<file path="config.mk">
export PLATFORM = sky130hd
export DESIGN_NAME = mpeg_video_frame_boundary_finder_flat
export DESIGN_NICKNAME = d
export VERILOG_FILES = /design/src/rtl/core/mvfb_pkg.sv /design/src/rtl/core/mvfb_in_if.sv /design/src/rtl/core/mvfb_out_if.sv /design/src/rtl/core/mvfb_front.sv /design/src/rtl/core/mvfb_fifo.sv /design/src/rtl/core/mvfb_back.sv /design/src/rtl/core/mpeg_video_frame_boundary_finder.sv /design/src/flat_wrapper.sv
export VERILOG_INCLUDE_DIRS = /design/src /design/src/rtl/core
export SDC_FILE = /design/constraint.sdc
export NUM_CORES = 1
export LEC_CHECK = 0
export BUFFER_PORTS_ARGS = -buffer_cell sky130_fd_sc_hd__buf_2
export CAP_MARGIN = 10
export CORE_UTILIZATION = 37
export DETAILED_ROUTE_END_ITERATION = 10
export SLEW_MARGIN = 20
export SYNTH_ARGS = -nofsm -noshare
export SYNTH_HDL_FRONTEND = slang
export SYNTH_SLANG_ARGS = --single-unit
</file>
<file path="constraint.sdc">
create_clock -name clk -period 5.85 [get_ports clk]
set_input_delay 0.585 -clock clk [delete_from_list [all_inputs] [get_ports clk]]
set_output_delay 0.585 -clock clk [all_outputs]
set_load 0.1 [all_outputs]
</file>
<file path="src/rtl/core/assert_macros.svh">
// assertion macros shared by the frame boundary finder modules
// needs clk and arst_n in the scope of each use
`ifndef ASSERT_MACROS_SVH
`define ASSERT_MACROS_SVH

// property that must hold at every clock edge outside reset
`define ASSERT_ALWAYS(label, prop, msg) \
	label: assert property (@(posedge clk) disable iff (!arst_n) (prop)) else $error(msg);

// consequent must hold in the same cycle as the antecedent
`define ASSERT_IMPL(label, ante, cons, msg) \
	label: assert property (@(posedge clk) disable iff (!arst_n) (ante) |-> (cons)) \
		else $error(msg);

// consequent must hold in the cycle after the antecedent
`define ASSERT_NEXT(label, ante, cons, msg) \
	label: assert property (@(posedge clk) disable iff (!arst_n) (ante) |=> (cons)) \
		else $error(msg);

`endif

</file>
<file path="src/rtl/core/mvfb_pkg.sv">
// shared types, constants and the code classifier of the frame boundary finder
// no dependencies
package mvfb_pkg;

	localparam int QDEPTH = 4;

	// level encodings, sync sits above every level
	localparam logic [2:0] LVL_NONE     = 3'd0;
	localparam logic [2:0] LVL_SEQUENCE = 3'd1;
	localparam logic [2:0] LVL_GOP      = 3'd2;
	localparam logic [2:0] LVL_PICTURE  = 3'd3;
	localparam logic [2:0] LVL_SLICE    = 3'd4;
	localparam logic [2:0] LVL_SYNC     = 3'd7;

	localparam logic [1:0] BND_NONE   = 2'd0;
	localparam logic [1:0] BND_PREFIX = 2'd1;
	localparam logic [1:0] BND_AFTER  = 2'd2;

	localparam logic [7:0] CODE_PICTURE = 8'h00;
	localparam logic [7:0] CODE_SEQ_HDR = 8'hB3;
	localparam logic [7:0] CODE_SEQ_END = 8'hB7;
	localparam logic [7:0] CODE_GOP     = 8'hB8;
	localparam logic [7:0] BYTE_ZERO    = 8'h00;
	localparam logic [7:0] BYTE_ONE     = 8'h01;

	localparam logic [1:0] ZRUN_MAX = 2'd2;

	// one classified byte on its way from front to back
	typedef struct packed {
		logic       code_valid;
		logic [7:0] code;
		logic [2:0] lvl;
		logic       seq_end;
		logic       resync;
	} q_item_t;

	function automatic logic [2:0] classify(input logic [7:0] code);
		logic [2:0] lvl;
		lvl = LVL_NONE;
		if (code == CODE_PICTURE) begin
			lvl = LVL_PICTURE;
		end else if (code inside {[8'h01:8'hAF]}) begin
			lvl = LVL_SLICE;
		end else if (code == CODE_SEQ_HDR) begin
			lvl = LVL_SEQUENCE;
		end else if (code == CODE_GOP) begin
			lvl = LVL_GOP;
		end
		return lvl;
	endfunction

endpackage

</file>
<file path="src/rtl/core/mvfb_in_if.sv">
// input channel of the frame boundary finder: one stream byte per item
// no dependencies
interface mvfb_in_if;
	logic       valid;
	logic       ready;
	logic [7:0] data_byte;
	logic       resync;

	modport source(output valid, data_byte, resync, input ready);
	modport sink(input valid, data_byte, resync, output ready);
endinterface

</file>
<file path="src/rtl/core/mvfb_out_if.sv">
// result channel of the frame boundary finder: one result item per byte
// no dependencies
interface mvfb_out_if;
	logic       valid;
	logic       ready;
	logic [1:0] boundary;
	logic       code_valid;
	logic [7:0] code_byte;

	modport source(output valid, boundary, code_valid, code_byte, input ready);
	modport sink(input valid, boundary, code_valid, code_byte, output ready);
endinterface

</file>
<file path="src/rtl/core/mvfb_front.sv">
// front part: start code prefix scanner and code byte classifier
// depends on mvfb_pkg, mvfb_in_if
module mvfb_front (
	input  logic              clk,
	input  logic              arst_n,
	mvfb_in_if.sink           in_ch,
	output logic              push_valid,
	input  logic              push_ready,
	output mvfb_pkg::q_item_t push_item
);

	logic [1:0] zero_run_q;
	logic       code_pending_q;
	logic       accept;

	assign in_ch.ready = push_ready;
	assign push_valid  = in_ch.valid;
	assign accept      = in_ch.valid && push_ready;

	always_comb begin
		push_item            = '0;
		push_item.resync     = in_ch.resync;
		push_item.code_valid = code_pending_q;
		push_item.seq_end    = code_pending_q && (in_ch.data_byte == mvfb_pkg::CODE_SEQ_END);
		push_item.lvl        = mvfb_pkg::classify(in_ch.data_byte);
		if (code_pending_q) begin
			push_item.code = in_ch.data_byte;
		end
	end

	always_ff @(posedge clk or negedge arst_n) begin
		if (!arst_n) begin
			zero_run_q     <= 2'd0;
			code_pending_q <= 1'b0;
		end else if (accept) begin
			if (code_pending_q) begin
				// the code byte never counts toward a new prefix
				code_pending_q <= 1'b0;
				zero_run_q     <= 2'd0;
			end else if (in_ch.data_byte == mvfb_pkg::BYTE_ZERO) begin
				if (zero_run_q != mvfb_pkg::ZRUN_MAX) begin
					zero_run_q <= zero_run_q + 2'd1;
				end
			end else if (in_ch.data_byte == mvfb_pkg::BYTE_ONE &&
			             zero_run_q == mvfb_pkg::ZRUN_MAX) begin
				code_pending_q <= 1'b1;
				zero_run_q     <= 2'd0;
			end else begin
				zero_run_q <= 2'd0;
			end
		end
	end

endmodule

</file>
<file path="src/rtl/core/mvfb_fifo.sv">
// short queue of classified items between front and back
// depends on mvfb_pkg, assert_macros.svh
`include "assert_macros.svh"

module mvfb_fifo (
	input  logic              clk,
	input  logic              arst_n,
	input  logic              push_valid,
	output logic              push_ready,
	input  mvfb_pkg::q_item_t push_item,
	output logic              pop_valid,
	input  logic              pop_ready,
	output mvfb_pkg::q_item_t pop_item
);

	localparam int PtrW = $clog2(mvfb_pkg::QDEPTH);
	localparam int CntW = $clog2(mvfb_pkg::QDEPTH + 1);
	localparam logic [PtrW-1:0] PtrLast = PtrW'(mvfb_pkg::QDEPTH - 1);
	localparam logic [CntW-1:0] CntFull = CntW'(mvfb_pkg::QDEPTH);

	mvfb_pkg::q_item_t mem_q [mvfb_pkg::QDEPTH];
	logic [PtrW-1:0] wr_ptr_q;
	logic [PtrW-1:0] rd_ptr_q;
	logic [CntW-1:0] count_q;
	logic            push;
	logic            pop;

	assign push_ready = (count_q != CntFull);
	assign pop_valid  = (count_q != '0);
	assign push       = push_valid && push_ready;
	assign pop        = pop_valid && pop_ready;
	assign pop_item   = mem_q[rd_ptr_q];

	always_ff @(posedge clk) begin
		if (push) begin
			mem_q[wr_ptr_q] <= push_item;
		end
	end

	always_ff @(posedge clk or negedge arst_n) begin
		if (!arst_n) begin
			wr_ptr_q <= '0;
			rd_ptr_q <= '0;
			count_q  <= '0;
		end else begin
			if (push) begin
				wr_ptr_q <= (wr_ptr_q == PtrLast) ? '0 : wr_ptr_q + PtrW'(1);
			end
			if (pop) begin
				rd_ptr_q <= (rd_ptr_q == PtrLast) ? '0 : rd_ptr_q + PtrW'(1);
			end
			if (push && !pop) begin
				count_q <= count_q + CntW'(1);
			end else if (pop && !push) begin
				count_q <= count_q - CntW'(1);
			end
		end
	end

	`ASSERT_ALWAYS(a_count_bound, count_q <= CntFull, "queue fill count above depth")
	`ASSERT_NEXT(a_count_up, push && !pop, count_q == $past(count_q) + CntW'(1), "push lost")

endmodule

</file>
<file path="src/rtl/core/mvfb_back.sv">
// back part: level state tracking, boundary decision and result register
// depends on mvfb_pkg, mvfb_out_if, assert_macros.svh
`include "assert_macros.svh"

module mvfb_back (
	input  logic              clk,
	input  logic              arst_n,
	input  logic              pop_valid,
	output logic              pop_ready,
	input  mvfb_pkg::q_item_t pop_item,
	mvfb_out_if.source        out_ch
);

	logic [2:0] level_q;
	logic       out_valid_q;
	logic [1:0] boundary_q;
	logic       code_valid_q;
	logic [7:0] code_byte_q;

	logic [2:0] lvl_cur;
	logic [2:0] lvl_next;
	logic [1:0] bnd;
	logic       pop;

	assign pop_ready = !out_valid_q || out_ch.ready;
	assign pop       = pop_valid && pop_ready;

	always_comb begin
		lvl_cur  = pop_item.resync ? mvfb_pkg::LVL_SYNC : level_q;
		lvl_next = lvl_cur;
		bnd      = mvfb_pkg::BND_NONE;
		if (pop_item.code_valid) begin
			if (pop_item.seq_end) begin
				bnd      = mvfb_pkg::BND_AFTER;
				lvl_next = mvfb_pkg::LVL_SEQUENCE;
			end else if (pop_item.lvl != mvfb_pkg::LVL_NONE) begin
				// back up to picture or above, or first picture or slice code after sync
				if ((pop_item.lvl <= mvfb_pkg::LVL_PICTURE && pop_item.lvl < lvl_cur) ||
				    (lvl_cur == mvfb_pkg::LVL_SYNC && pop_item.lvl >= mvfb_pkg::LVL_PICTURE)) begin
					bnd = mvfb_pkg::BND_PREFIX;
				end
				lvl_next = pop_item.lvl;
			end
		end
	end

	always_ff @(posedge clk or negedge arst_n) begin
		if (!arst_n) begin
			level_q      <= mvfb_pkg::LVL_SYNC;
			out_valid_q  <= 1'b0;
			boundary_q   <= mvfb_pkg::BND_NONE;
			code_valid_q <= 1'b0;
			code_byte_q  <= '0;
		end else begin
			if (pop) begin
				level_q      <= lvl_next;
				out_valid_q  <= 1'b1;
				boundary_q   <= bnd;
				code_valid_q <= pop_item.code_valid;
				code_byte_q  <= pop_item.code;
			end else if (out_ch.ready) begin
				out_valid_q <= 1'b0;
			end
		end
	end

	assign out_ch.valid      = out_valid_q;
	assign out_ch.boundary   = boundary_q;
	assign out_ch.code_valid = code_valid_q;
	assign out_ch.code_byte  = code_byte_q;

	`ASSERT_IMPL(a_plain_bnd, !code_valid_q, boundary_q == mvfb_pkg::BND_NONE, "boundary on data byte")
	`ASSERT_IMPL(a_plain_code, !code_valid_q, code_byte_q == '0, "code on a data byte")

endmodule

</file>
<file path="src/rtl/core/mpeg_video_frame_boundary_finder.sv">
// MPEG-1/2 video frame boundary finder, top level
// depends on mvfb_pkg, mvfb_in_if, mvfb_out_if, mvfb_front, mvfb_fifo, mvfb_back
//
// in_ch takes one byte of a video elementary stream per item, with resync
// to drop the level state back to sync before that byte is looked at.
// out_ch gives exactly one result item per input byte, in order:
// boundary (0 none, 1 frame starts at the prefix three bytes back,
// 2 frame starts after this byte), code_valid and code_byte for the
// code byte that follows a 00 00 01 prefix.
// The front scans prefixes and classifies, a four-entry queue follows,
// the back tracks the level and holds the result register.
// Each byte is written into the queue and its result then into the result
// register; throughput is one byte per cycle while out_ch does not stall, set
// by the single level-state update in the back.
// When out_ch stalls the result register holds, the queue fills, and
// in_ch.ready drops once the four queue entries are taken.
// After reset the level is sync, no prefix is in progress, the queue is
// empty and the result register holds nothing.
module mpeg_video_frame_boundary_finder (
	input  logic         clk,
	input  logic         arst_n,
	mvfb_in_if.sink      in_ch,
	mvfb_out_if.source   out_ch
);

	logic              push_valid;
	logic              push_ready;
	mvfb_pkg::q_item_t push_item;
	logic              pop_valid;
	logic              pop_ready;
	mvfb_pkg::q_item_t pop_item;

	mvfb_front u_front (
		.clk        (clk),
		.arst_n     (arst_n),
		.in_ch      (in_ch),
		.push_valid (push_valid),
		.push_ready (push_ready),
		.push_item  (push_item)
	);

	mvfb_fifo u_fifo (
		.clk        (clk),
		.arst_n     (arst_n),
		.push_valid (push_valid),
		.push_ready (push_ready),
		.push_item  (push_item),
		.pop_valid  (pop_valid),
		.pop_ready  (pop_ready),
		.pop_item   (pop_item)
	);

	mvfb_back u_back (
		.clk       (clk),
		.arst_n    (arst_n),
		.pop_valid (pop_valid),
		.pop_ready (pop_ready),
		.pop_item  (pop_item),
		.out_ch    (out_ch)
	);

endmodule
</file>
<file path="src/flat_wrapper.sv">
// flat-port wrapper written by rule: the top's interface ports become plain ports
module mpeg_video_frame_boundary_finder_flat 
  (clk, arst_n, in_ch_valid, in_ch_data_byte, in_ch_resync, in_ch_ready, out_ch_valid, out_ch_boundary, out_ch_code_valid, out_ch_code_byte, out_ch_ready);
  mvfb_in_if in_ch_i ();
  mvfb_out_if out_ch_i ();
  input  logic clk;
  input  logic arst_n;
  input wire logic [$bits(in_ch_i.valid)-1:0] in_ch_valid;
  input wire logic [$bits(in_ch_i.data_byte)-1:0] in_ch_data_byte;
  input wire logic [$bits(in_ch_i.resync)-1:0] in_ch_resync;
  output wire logic [$bits(in_ch_i.ready)-1:0] in_ch_ready;
  output wire logic [$bits(out_ch_i.valid)-1:0] out_ch_valid;
  output wire logic [$bits(out_ch_i.boundary)-1:0] out_ch_boundary;
  output wire logic [$bits(out_ch_i.code_valid)-1:0] out_ch_code_valid;
  output wire logic [$bits(out_ch_i.code_byte)-1:0] out_ch_code_byte;
  input wire logic [$bits(out_ch_i.ready)-1:0] out_ch_ready;
  assign in_ch_i.valid = in_ch_valid;
  assign in_ch_i.data_byte = in_ch_data_byte;
  assign in_ch_i.resync = in_ch_resync;
  assign in_ch_ready = in_ch_i.ready;
  assign out_ch_valid = out_ch_i.valid;
  assign out_ch_boundary = out_ch_i.boundary;
  assign out_ch_code_valid = out_ch_i.code_valid;
  assign out_ch_code_byte = out_ch_i.code_byte;
  assign out_ch_i.ready = out_ch_ready;
  mpeg_video_frame_boundary_finder u_core (.clk(clk), .arst_n(arst_n), .in_ch(in_ch_i), .out_ch(out_ch_i));
endmodule
</file>
==> results.ini, run 1 <==
[run_status]
status=finished with violations
violations=DRC

[critical_path]
crit_buf_inv=2
cp_top_family=adder cells
start_kind=register
critPathSlowestCell=a21oi_1
cp_cell_sequence=nor3_1 -> a21oi_1 -> clkinv_1 -> ha_1 -> inv_1 -> fa_1 -> mux2_2
reg2reg_from=u_core.u_fifo.count_q[0]$_DFFE_PN0P_
path_max_fanout=17
crit_type=register to register
cp_slowest_stage_delay_ns=0.73
cp_data_required_time_ns=6.09
arrival_ns=3.44
critPathLaunch=u_core.u_fifo.count_q[0]$_DFFE_PN0P_
end_kind=register

[placed_design]
placed_cells=365
port_buffers=25
pre_cts_ws_ns=2.38
dp_hpwl_um=4360
routabilityCongestion=0.716

[sta]
rsz0062_at_grt=no
setup_violations=0
slew_headroom=0.371
period_minus_slack_ns=3.20
tightest_slew_ns=0.944
max_freq_mhz=313
clock_skew_ns=0.00638
fin_ws_ns=2.65
period_share=0.546
drv_slew=0
fin_setup_tns_ns=0
finalHoldViolations=0

[yosys]
synth_flop_cell=edfxtp_1
yosys_warnings=0
synth_seq_cells=81
synth_cell_type_count=43
synthArstFlopShare=0.309
synth.avg_cell_area_um2=14.4
synth_edf_count=56
yosysSeqAreaShare=0.671
syn_area_um2=3450
synthCells=239
synth_fp_nets=261

[drt]
routed_wl_um=6440
drc_errors=1
dr.pass1.iters=9
num_vias=1969
via_per_inst=5.17
ant_nets=0
wl_per_cell_um=16.9
drt_iter0_markers=119

[global_routing]
antenna_found_initial=0
grt_max_degree=26
grt_pass1_vias=1973
globalRouteOverflowTotal=0
gr-usage-all-layers=0.148
grt_pass1_wl_um=10500

[clock_tree]
cts_tree=built
path_clk_slew_ns=0.08
post_cts_resize_count=0
cts_buffers=9
root_buffer=clkbuf_8
max-clock-path-buffers=2
cts_sinks=81
clkLatencyLatePin_ns=0.36
postCtsSetupRepairBufs=0
ctsHoldBuffers=0
htreeDepth=3

[die]
coreArea_um2=8850
rows=34
die_h_um=98.5
die_area_um2=9700
die_w_um=98.5
io_pins=26
initial_core_util=0.389

[job]
maxCapViolCount=0

[final_layout]
stdcell_count=381
drive_above_1_share=0.231
nets=290
syn_to_final_growth_pct=11.4
final_cell_mix=edfxtp_1, nand2_1, buf_2
diodes=0
final_common_cell=edfxtp_1

[power]
vdd_drop_max_v=0.000263
p_leak_nw=1.49
p_per_area_nw_per_um2=551

[hold_path]
min-delay-path-class=input port to asynchronous set/reset pin

-- state kept, by name (all words and copies together) (netlist names) --
signal,cells
u_core.u_back.out_ch.boundary,2
u_core.u_back.out_ch.code_byte,8
u_core.u_fifo.count_q,3
u_core.u_front.zero_run_q,2
u_core.u_fifo.wr_ptr_q,2
u_core.u_back.out_ch.code_valid,1
u_core.u_front.code_pending_q,1
u_core.u_fifo.mem_q,56
u_core.u_fifo.rd_ptr_q,2
u_core.u_back.level_q,3
u_core.u_back.out_ch.valid,1
-- where the power goes --
| part | total [mW] | internal [mW] | switching, mW |
|---|---|---|---|
| registers | 0.863 | 0.776 | 0.0863 |
| clock network | 0.353 | 0.153 | 0.200 |
| logic | 0.900 | 0.273 | 0.627 |
-- Yosys cell counts (2+ instances only) --
library cell | instances | area (µm²)
o22a_1 | 2 | 17.5
o21ai_0 | 5 | 25.0
edfxtp_1 | 56 | 1680
or3b_2 | 2 | 17.5
ha_1 | 8 | 100
a31oi_1 | 2 | 12.5
or3_1 | 2 | 12.5
a21oi_1 | 5 | 25.0
mux4_2 | 13 | 293
dfrtp_1 | 22 | 551
buf_2 | 2 | 10.0
nand2_1 | 43 | 161
xor2_1 | 2 | 17.5
nand3_1 | 4 | 20.0
nor3_1 | 8 | 40.0
clkbuf_1 | 4 | 15.0
inv_1 | 9 | 33.8
nor2_1 | 13 | 48.8
and2_1 | 7 | 43.8
dfstp_2 | 3 | 78.8
and3_1 | 5 | 31.3
-- logic make-up (layout without fill, tap and decap cells) --
kind of cell	Yosys count	after routing	share of synthesized area
AOI/OAI and AO/OA	23	23	0.0439
DFF	81	81	0.671
and+or+nand+nor	90	90	0.123
adders and majority gates	9	9	0.0349
buffers and inverters	18	52	0.0236
xor gates and xnor gates	3	3	0.00763
muxes	15	15	0.0959
-- layer usage --
layer  wire [µm]  GRT usage  vias up
met5           0          0        -
met4         116     0.0586        0
met3         280     0.0482       10
met2        2960      0.226       35
met1        3080      0.198      987
li1            -          -      937
-- per-stage QoR --
stage / hold WS, ns / utilization / instance area, µm² / power, mW
after floorplan: 0.289 / - / 3450 / 1.60
after global placement: 0.454 / 0.415 / 3670 / 1.76
after detailed placement: 0.459 / 0.415 / 3670 / 1.78
after CTS: 0.230 / 0.434 / 3840 / 2.14
after global routing: 0.271 / 0.434 / 3840 / 2.24
final: 0.219 / 0.434 / 3840 / 2.12
-- path summary, 6_finish.rpt --
path	to	slack, ns	depth (start not counted)
max reg2reg	u_core.u_fifo.count_q[1]$_DFFE_PN0P_	2.65	7
min	u_core.u_back.out_ch.code_byte[6]$_DFFE_PN0P_	0.22	1
min in group clk	u_core.u_fifo.mem_q[3][0]$_DFFE_PP_	0.45	1
max in group asynchronous	u_core.u_fifo.wr_ptr_q[1]$_DFFE_PN0P_	5.24	1
max	u_core.u_fifo.count_q[1]$_DFFE_PN0P_	2.65	7
min reg2reg	u_core.u_back.out_ch.boundary[1]$_DFFE_PN0P_	0.47	2
-- worst register-to-register path: stages (launching register included) --
cell	delay, ns
dfrtp_1	0.42
nor3_1	0.08
a21oi_1	0.73
clkinv_1	0.68
ha_1	0.44
inv_1	0.09
fa_1	0.38
mux2_2	0.27
-- cell type report --
class	instances	area, µm²
flip-flops and latches	81	2310
multi-input cells	140	1050
fillers	798	5010
clock buffers	9	124
well taps	108	135
repair buffers	26	133
inverters	10	37.5
clock inverters	7	46.3
Power figures use the tool's default switching activity.
==> run 2, diff against run 1 <==
==> constraint.sdc (replaced) <==
create_clock -name clk -period 2.65 [get_ports clk]
set_input_delay 0.265 -clock clk [delete_from_list [all_inputs] [get_ports clk]]
set_output_delay 0.265 -clock clk [all_outputs]
set_load 0.1 [all_outputs]
==> results.ini, run 2 (same netlist as run 1, synthesis figures left out) <==
[run_status]
status=finished with violations
violations=DRC

[power]
p_per_area_nw_per_um2=1230
p_clk_frac=0.185
seq_power_share=0.391
vdd_drop_max_v=0.000609
p_int_mw=2.80
pwr-share-comb=0.423
p_leak_nw=1.53
p_sw_mw=1.98
power.share.switching=0.414

[drt]
num_vias=1970
drt_iter0_markers=117
routed_wl_um=6350
via_per_inst=5.12
dr.pass1.iters=10
ant_nets=0
drc_errors=1
wl_per_cell_um=16.5

[final_layout]
regMostFlops=u_core.u_fifo.mem_q
largest_reg_flops=56
syn_to_final_growth_pct=13.1
regArea_um2=2310
design_area_um2=3900
stdcell_count=385
final_util=0.441
final_common_cell=edfxtp_1
diodes=0
nets=294
fill_cells=791
final_cell_mix=edfxtp_1, nand2_1, buf_2
drive_above_1_share=0.242
multiInputGateArea_um2=1050

[die]
rows=34
die_area_um2=9700
coreArea_um2=8850
die_w_um=98.5
io_pins=26
die_h_um=98.5
initial_core_util=0.389

[placed_design]
placed_cells=368
port_buffers=25
routabilityCongestion=0.766
place_area_um2=3690
dp_hpwl_um=4170

[critical_path]
arrival_ns=2.61
start_kind=register
reg2reg_slack_ns=0.27
path_max_fanout=7
r2r_cells=7
critical_path.most_common_cell=inv_1
end_kind=register
cp_cell_sequence=or3b_2 -> nand2_1 -> inv_1 -> ha_1 -> inv_1 -> fa_1 -> mux2_2
reg2reg_to=u_core.u_fifo.count_q[1]$_DFFE_PN0P_
critPathSlowestCell=or3b_2
cp_data_required_time_ns=2.89
crit_type=register to register
cp_slowest_stage_delay_ns=0.54
reg2reg_from=u_core.u_fifo.count_q[1]$_DFFE_PN0P_

[sta]
drv_slew=0
slew_headroom=0.457
rsz0062_at_grt=no
clock_skew_ns=0.0135
max_freq_mhz=421
finalHoldViolations=0
fin_setup_tns_ns=0
hold_ws_ns=0.137
period_minus_slack_ns=2.38
tightest_slew_ns=0.814
period_share=0.896
setup_violations=0

[clock_tree]
post_cts_resize_count=0
cts_buffers=9
clkLatencyLatePin_ns=0.35
path_clk_slew_ns=0.08
cts_tree=built
cts_sinks=81
root_buffer=clkbuf_8
htreeDepth=3
max-clock-path-buffers=2

[global_routing]
globalRouteOverflowTotal=0
grt_pass1_wl_um=10400
antenna_found_initial=0
grt_pass1_vias=1996
grt_max_degree=26
gr-usage-all-layers=0.145

[hold_path]
hold_end=u_core.u_fifo.mem_q[2][0]$_DFFE_PP_
hold_start=in_ch_resync
min-delay-path-class=input port to register
whs_path_depth=1

[job]
maxCapViolCount=0

==> run 2: worst max path at each step <==
| stage | start | endpoint | slack [ns] | cells past startpoint |
|---|---|---|---|---|
| 2_1_floorplan | u_core.u_fifo.count_q[1]$_DFFE_PN0P_ | u_core.u_fifo.count_q[1]$_DFFE_PN0P_ | 0.14 | 8 |
| 3_3_place_gp | u_core.u_fifo.count_q[1]$_DFFE_PN0P_ | u_core.u_fifo.count_q[1]$_DFFE_PN0P_ | 0.36 | 7 |
| 3_5_place_dp | u_core.u_fifo.count_q[1]$_DFFE_PN0P_ | u_core.u_fifo.count_q[1]$_DFFE_PN0P_ | 0.30 | 7 |
| 4_1_cts | u_core.u_fifo.count_q[1]$_DFFE_PN0P_ | u_core.u_fifo.count_q[1]$_DFFE_PN0P_ | 0.29 | 7 |
| 5_1_grt | u_core.u_fifo.count_q[0]$_DFFE_PN0P_ | u_core.u_fifo.count_q[1]$_DFFE_PN0P_ | 0.17 | 7 |
| 6_report | u_core.u_fifo.count_q[1]$_DFFE_PN0P_ | u_core.u_fifo.count_q[1]$_DFFE_PN0P_ | 0.27 | 7 |
==> run 2: repair_timing <==
action / CTS / global route
hold buffers: 1 / 0
setup buffers: 0 / 0
hold endpoints to repair: 22 / 0
==> run 2: power by group through the flow <==
| stage | sequential [mW] | combinational, mW | clock [mW] |
|---|---|---|---|
| floorplan | 2.43 | 1.10 | 0 |
| global placement | 1.89 | 2.02 | 0 |
| detailed placement | 1.91 | 2.03 | 0 |
| CTS | 1.88 | 2.04 | 0.910 |
| global route | 1.91 | 2.21 | 0.958 |
| finish | 1.87 | 2.02 | 0.886 |
==> run 2: area by class of cell <==
cell class	count	share of cell area
multi-input cells	140	0.270
inverters	10	0.00963
clock inverters	5	0.0138
well taps	108	0.0347
repair buffers	30	0.0424
flip-flops and latches	81	0.593
clock buffers	11	0.0363
==> run 2: per-layer routing <==
metal,GRT usage,vias to the layer above,part of all wire
met2,0.224,55,0.46
met1,0.194,964,0.47
met3,0.0511,6,0.056
met4,0.0448,0,0.011
li1,-,945,-
met5,0,-,0
==> run 2: worst max-delay path, delay by kind of cell (launching register included) <==
kind                     cells  cell delay (ns)
multiplexers                 1             0.26
adder cells (fa/ha/maj)      2             0.61
flip-flops                   1             0.42
buffers and inverters        2             0.21
AND/OR/NAND/NOR              2             0.76
==> run 2: per-stage QoR <==
step	setup WS, ns	power, mW
detailed placement	0.305	3.94
global placement	0.362	3.91
CTS	0.289	4.83
floorplan	0.137	3.53
finish	0.274	4.78
global route	0.171	5.08
==> run 3, diff against run 2 <==
--- a/config.mk
+++ b/config.mk
@@ -8,6 +8,7 @@
 export LEC_CHECK = 0
 export BUFFER_PORTS_ARGS = -buffer_cell sky130_fd_sc_hd__buf_2
 export CAP_MARGIN = 10
+export CORE_MARGIN = 5
 export CORE_UTILIZATION = 37
 export DETAILED_ROUTE_END_ITERATION = 10
 export SLEW_MARGIN = 20
==> results.ini, run 3 (same netlist as run 1, synthesis figures left out) <==
[sta]
finalHoldViolations=0
drv_slew=0
period_minus_slack_ns=2.36
clock_skew_ns=0.00801
slew_headroom=0.479
tightest_slew_ns=0.781
setup_violations=0
max_freq_mhz=424
period_share=0.890
fin_setup_tns_ns=0
rsz0062_at_grt=no

[critical_path]
path_max_fanout=7
arrival_ns=2.60
crit_type=register to register
cp_data_required_time_ns=2.89
end_kind=register
start_kind=register

[global_routing]
grt_max_degree=26
grt_pass1_vias=2050
antenna_found_initial=0
grt_pass1_wl_um=10400
gr-usage-all-layers=0.121
globalRouteOverflowTotal=0

[clock_tree]
cts_buffers=9
clkLatencyLatePin_ns=0.34
htreeDepth=3
postCtsSetupRepairBufs=0
root_buffer=clkbuf_8
max-clock-path-buffers=2
cts_tree=built
path_clk_slew_ns=0.08
cts_sinks=81

[die]
io_pins=26
die_area_um2=11300
die_h_um=107
rows=35
die_w_um=107
coreArea_um2=9150
initial_core_util=0.376

[drt]
met2_length_um=2890
via_per_inst=5.07
num_vias=1967
wl_met1_um=2900
dr.pass1.iters=4
drc_errors=0
routed_wl_um=6190
ant_nets=0
drt_iter0_markers=82
routed.top_layer=met4
wl_per_cell_um=16.0
dr_wl_met3_um=307

[power]
pwr-share-comb=0.406
p_clk_frac=0.214
power.share.switching=0.398
seq_power_share=0.380
power_mw=4.92
p_leak_nw=1.55
p_sw_mw=1.96
p_int_mw=2.96
p_per_area_nw_per_um2=1250
vdd_drop_max_v=0.000487

[job]
maxCapViolCount=0

[run_status]
status=completed

[placed_design]
port_buffers=25
routabilityCongestion=0.747
dp_hpwl_um=4230

[final_layout]
multiInputGateArea_um2=1050
final_cell_mix=edfxtp_1, nand2_1, buf_2
nets=294
regMostFlops=u_core.u_fifo.mem_q
diodes=0
regArea_um2=2310
drive_above_1_share=0.242
syn_to_final_growth_pct=14.4
largest_reg_flops=56
final_common_cell=edfxtp_1
fill_cells=825

[hold_path]
min-delay-path-class=input port to register

[run 3: changes by cell type in the layout (fill, tap and decap cells not counted)]
cell and change:
clkinvlp_4 -1, bufinv_16 +2, clkbuf_8 -1
[run 3: layer usage]
layer / global-route usage / up-vias
li1: - / 946
met2: 0.186 / 39
met3: 0.0285 / 7
met5: 0 / -
met1: 0.162 / 975
met4: 0.0548 / 0
[run 3: power groups by stage]
stage | Combinational [mW] | Sequential, mW | Clock, mW
6_report | 2.00 | 1.87 | 1.05
5_1_grt | 2.20 | 1.91 | 1.13
4_1_cts | 2.04 | 1.88 | 1.08
3_5_place_dp | 2.03 | 1.90 | 0
3_3_place_gp | 2.01 | 1.89 | 0
2_1_floorplan | 1.10 | 2.43 | 0
[run 3: critical path, cell delays in order (launching register included)]
cell and delay, ns:
dfrtp_1 0.42, or3b_2 0.54, nand2_1 0.21, inv_1 0.13, ha_1 0.22, inv_1 0.08, fa_1 0.38, mux2_2 0.26
[run 3: layout make-up]
| cell class | count | share of cell area |
|---|---|---|
| multi-input combinational | 140 | 0.267 |
| tap | 111 | 0.0352 |
| clock inverter | 6 | 0.0270 |
| timing repair buffer | 30 | 0.0419 |
| inverter | 10 | 0.00952 |
| sequential | 81 | 0.587 |
| clock buffer | 10 | 0.0324 |
[run 3: worst paths after layout]
| path | start | to | slack [ns] | cells after the start |
|---|---|---|---|---|
| worst max-delay path | u_core.u_fifo.count_q[1]$_DFFE_PN0P_ | u_core.u_fifo.count_q[1]$_DFFE_PN0P_ | 0.29 | 7 |
| max in group asynchronous | arst_n | u_core.u_back.out_ch.valid$_DFFE_PN0P_ | 1.77 | 2 |
| worst min register to register | u_core.u_back.out_ch.code_byte[7]$_DFFE_PN0P_ | u_core.u_back.out_ch.code_byte[7]$_DFFE_PN0P_ | 0.47 | 2 |
| min in group asynchronous | arst_n | u_core.u_fifo.wr_ptr_q[1]$_DFFE_PN0P_ | 0.46 | 2 |
| worst max register to register | u_core.u_fifo.count_q[1]$_DFFE_PN0P_ | u_core.u_fifo.count_q[1]$_DFFE_PN0P_ | 0.29 | 7 |
| worst min-delay path | in_ch_resync | u_core.u_fifo.mem_q[2][0]$_DFFE_PP_ | 0.14 | 1 |
[run 3: repair_timing]
item | 4_1_cts | 5_1_grt
hold buffers | 1 | 0
gates resized for setup | 0 | 0
hold endpoints to repair | 22 | 0
[run 3: stage by stage]
| stage | utilization | hold slack [ns] | setup slack [ns] | area (µm²) | cells |
|---|---|---|---|---|---|
| floorplan | - | -0.0306 | 0.137 | 3450 | 239 |
| global placement | 0.404 | 0.296 | 0.352 | 3700 | 371 |
| detailed placement | 0.404 | 0.314 | 0.306 | 3700 | 371 |
| CTS | 0.431 | 0.124 | 0.287 | 3940 | 388 |
| global route | 0.431 | 0.131 | 0.141 | 3940 | 388 |
| finish | 0.431 | 0.143 | 0.291 | 3940 | 388 |
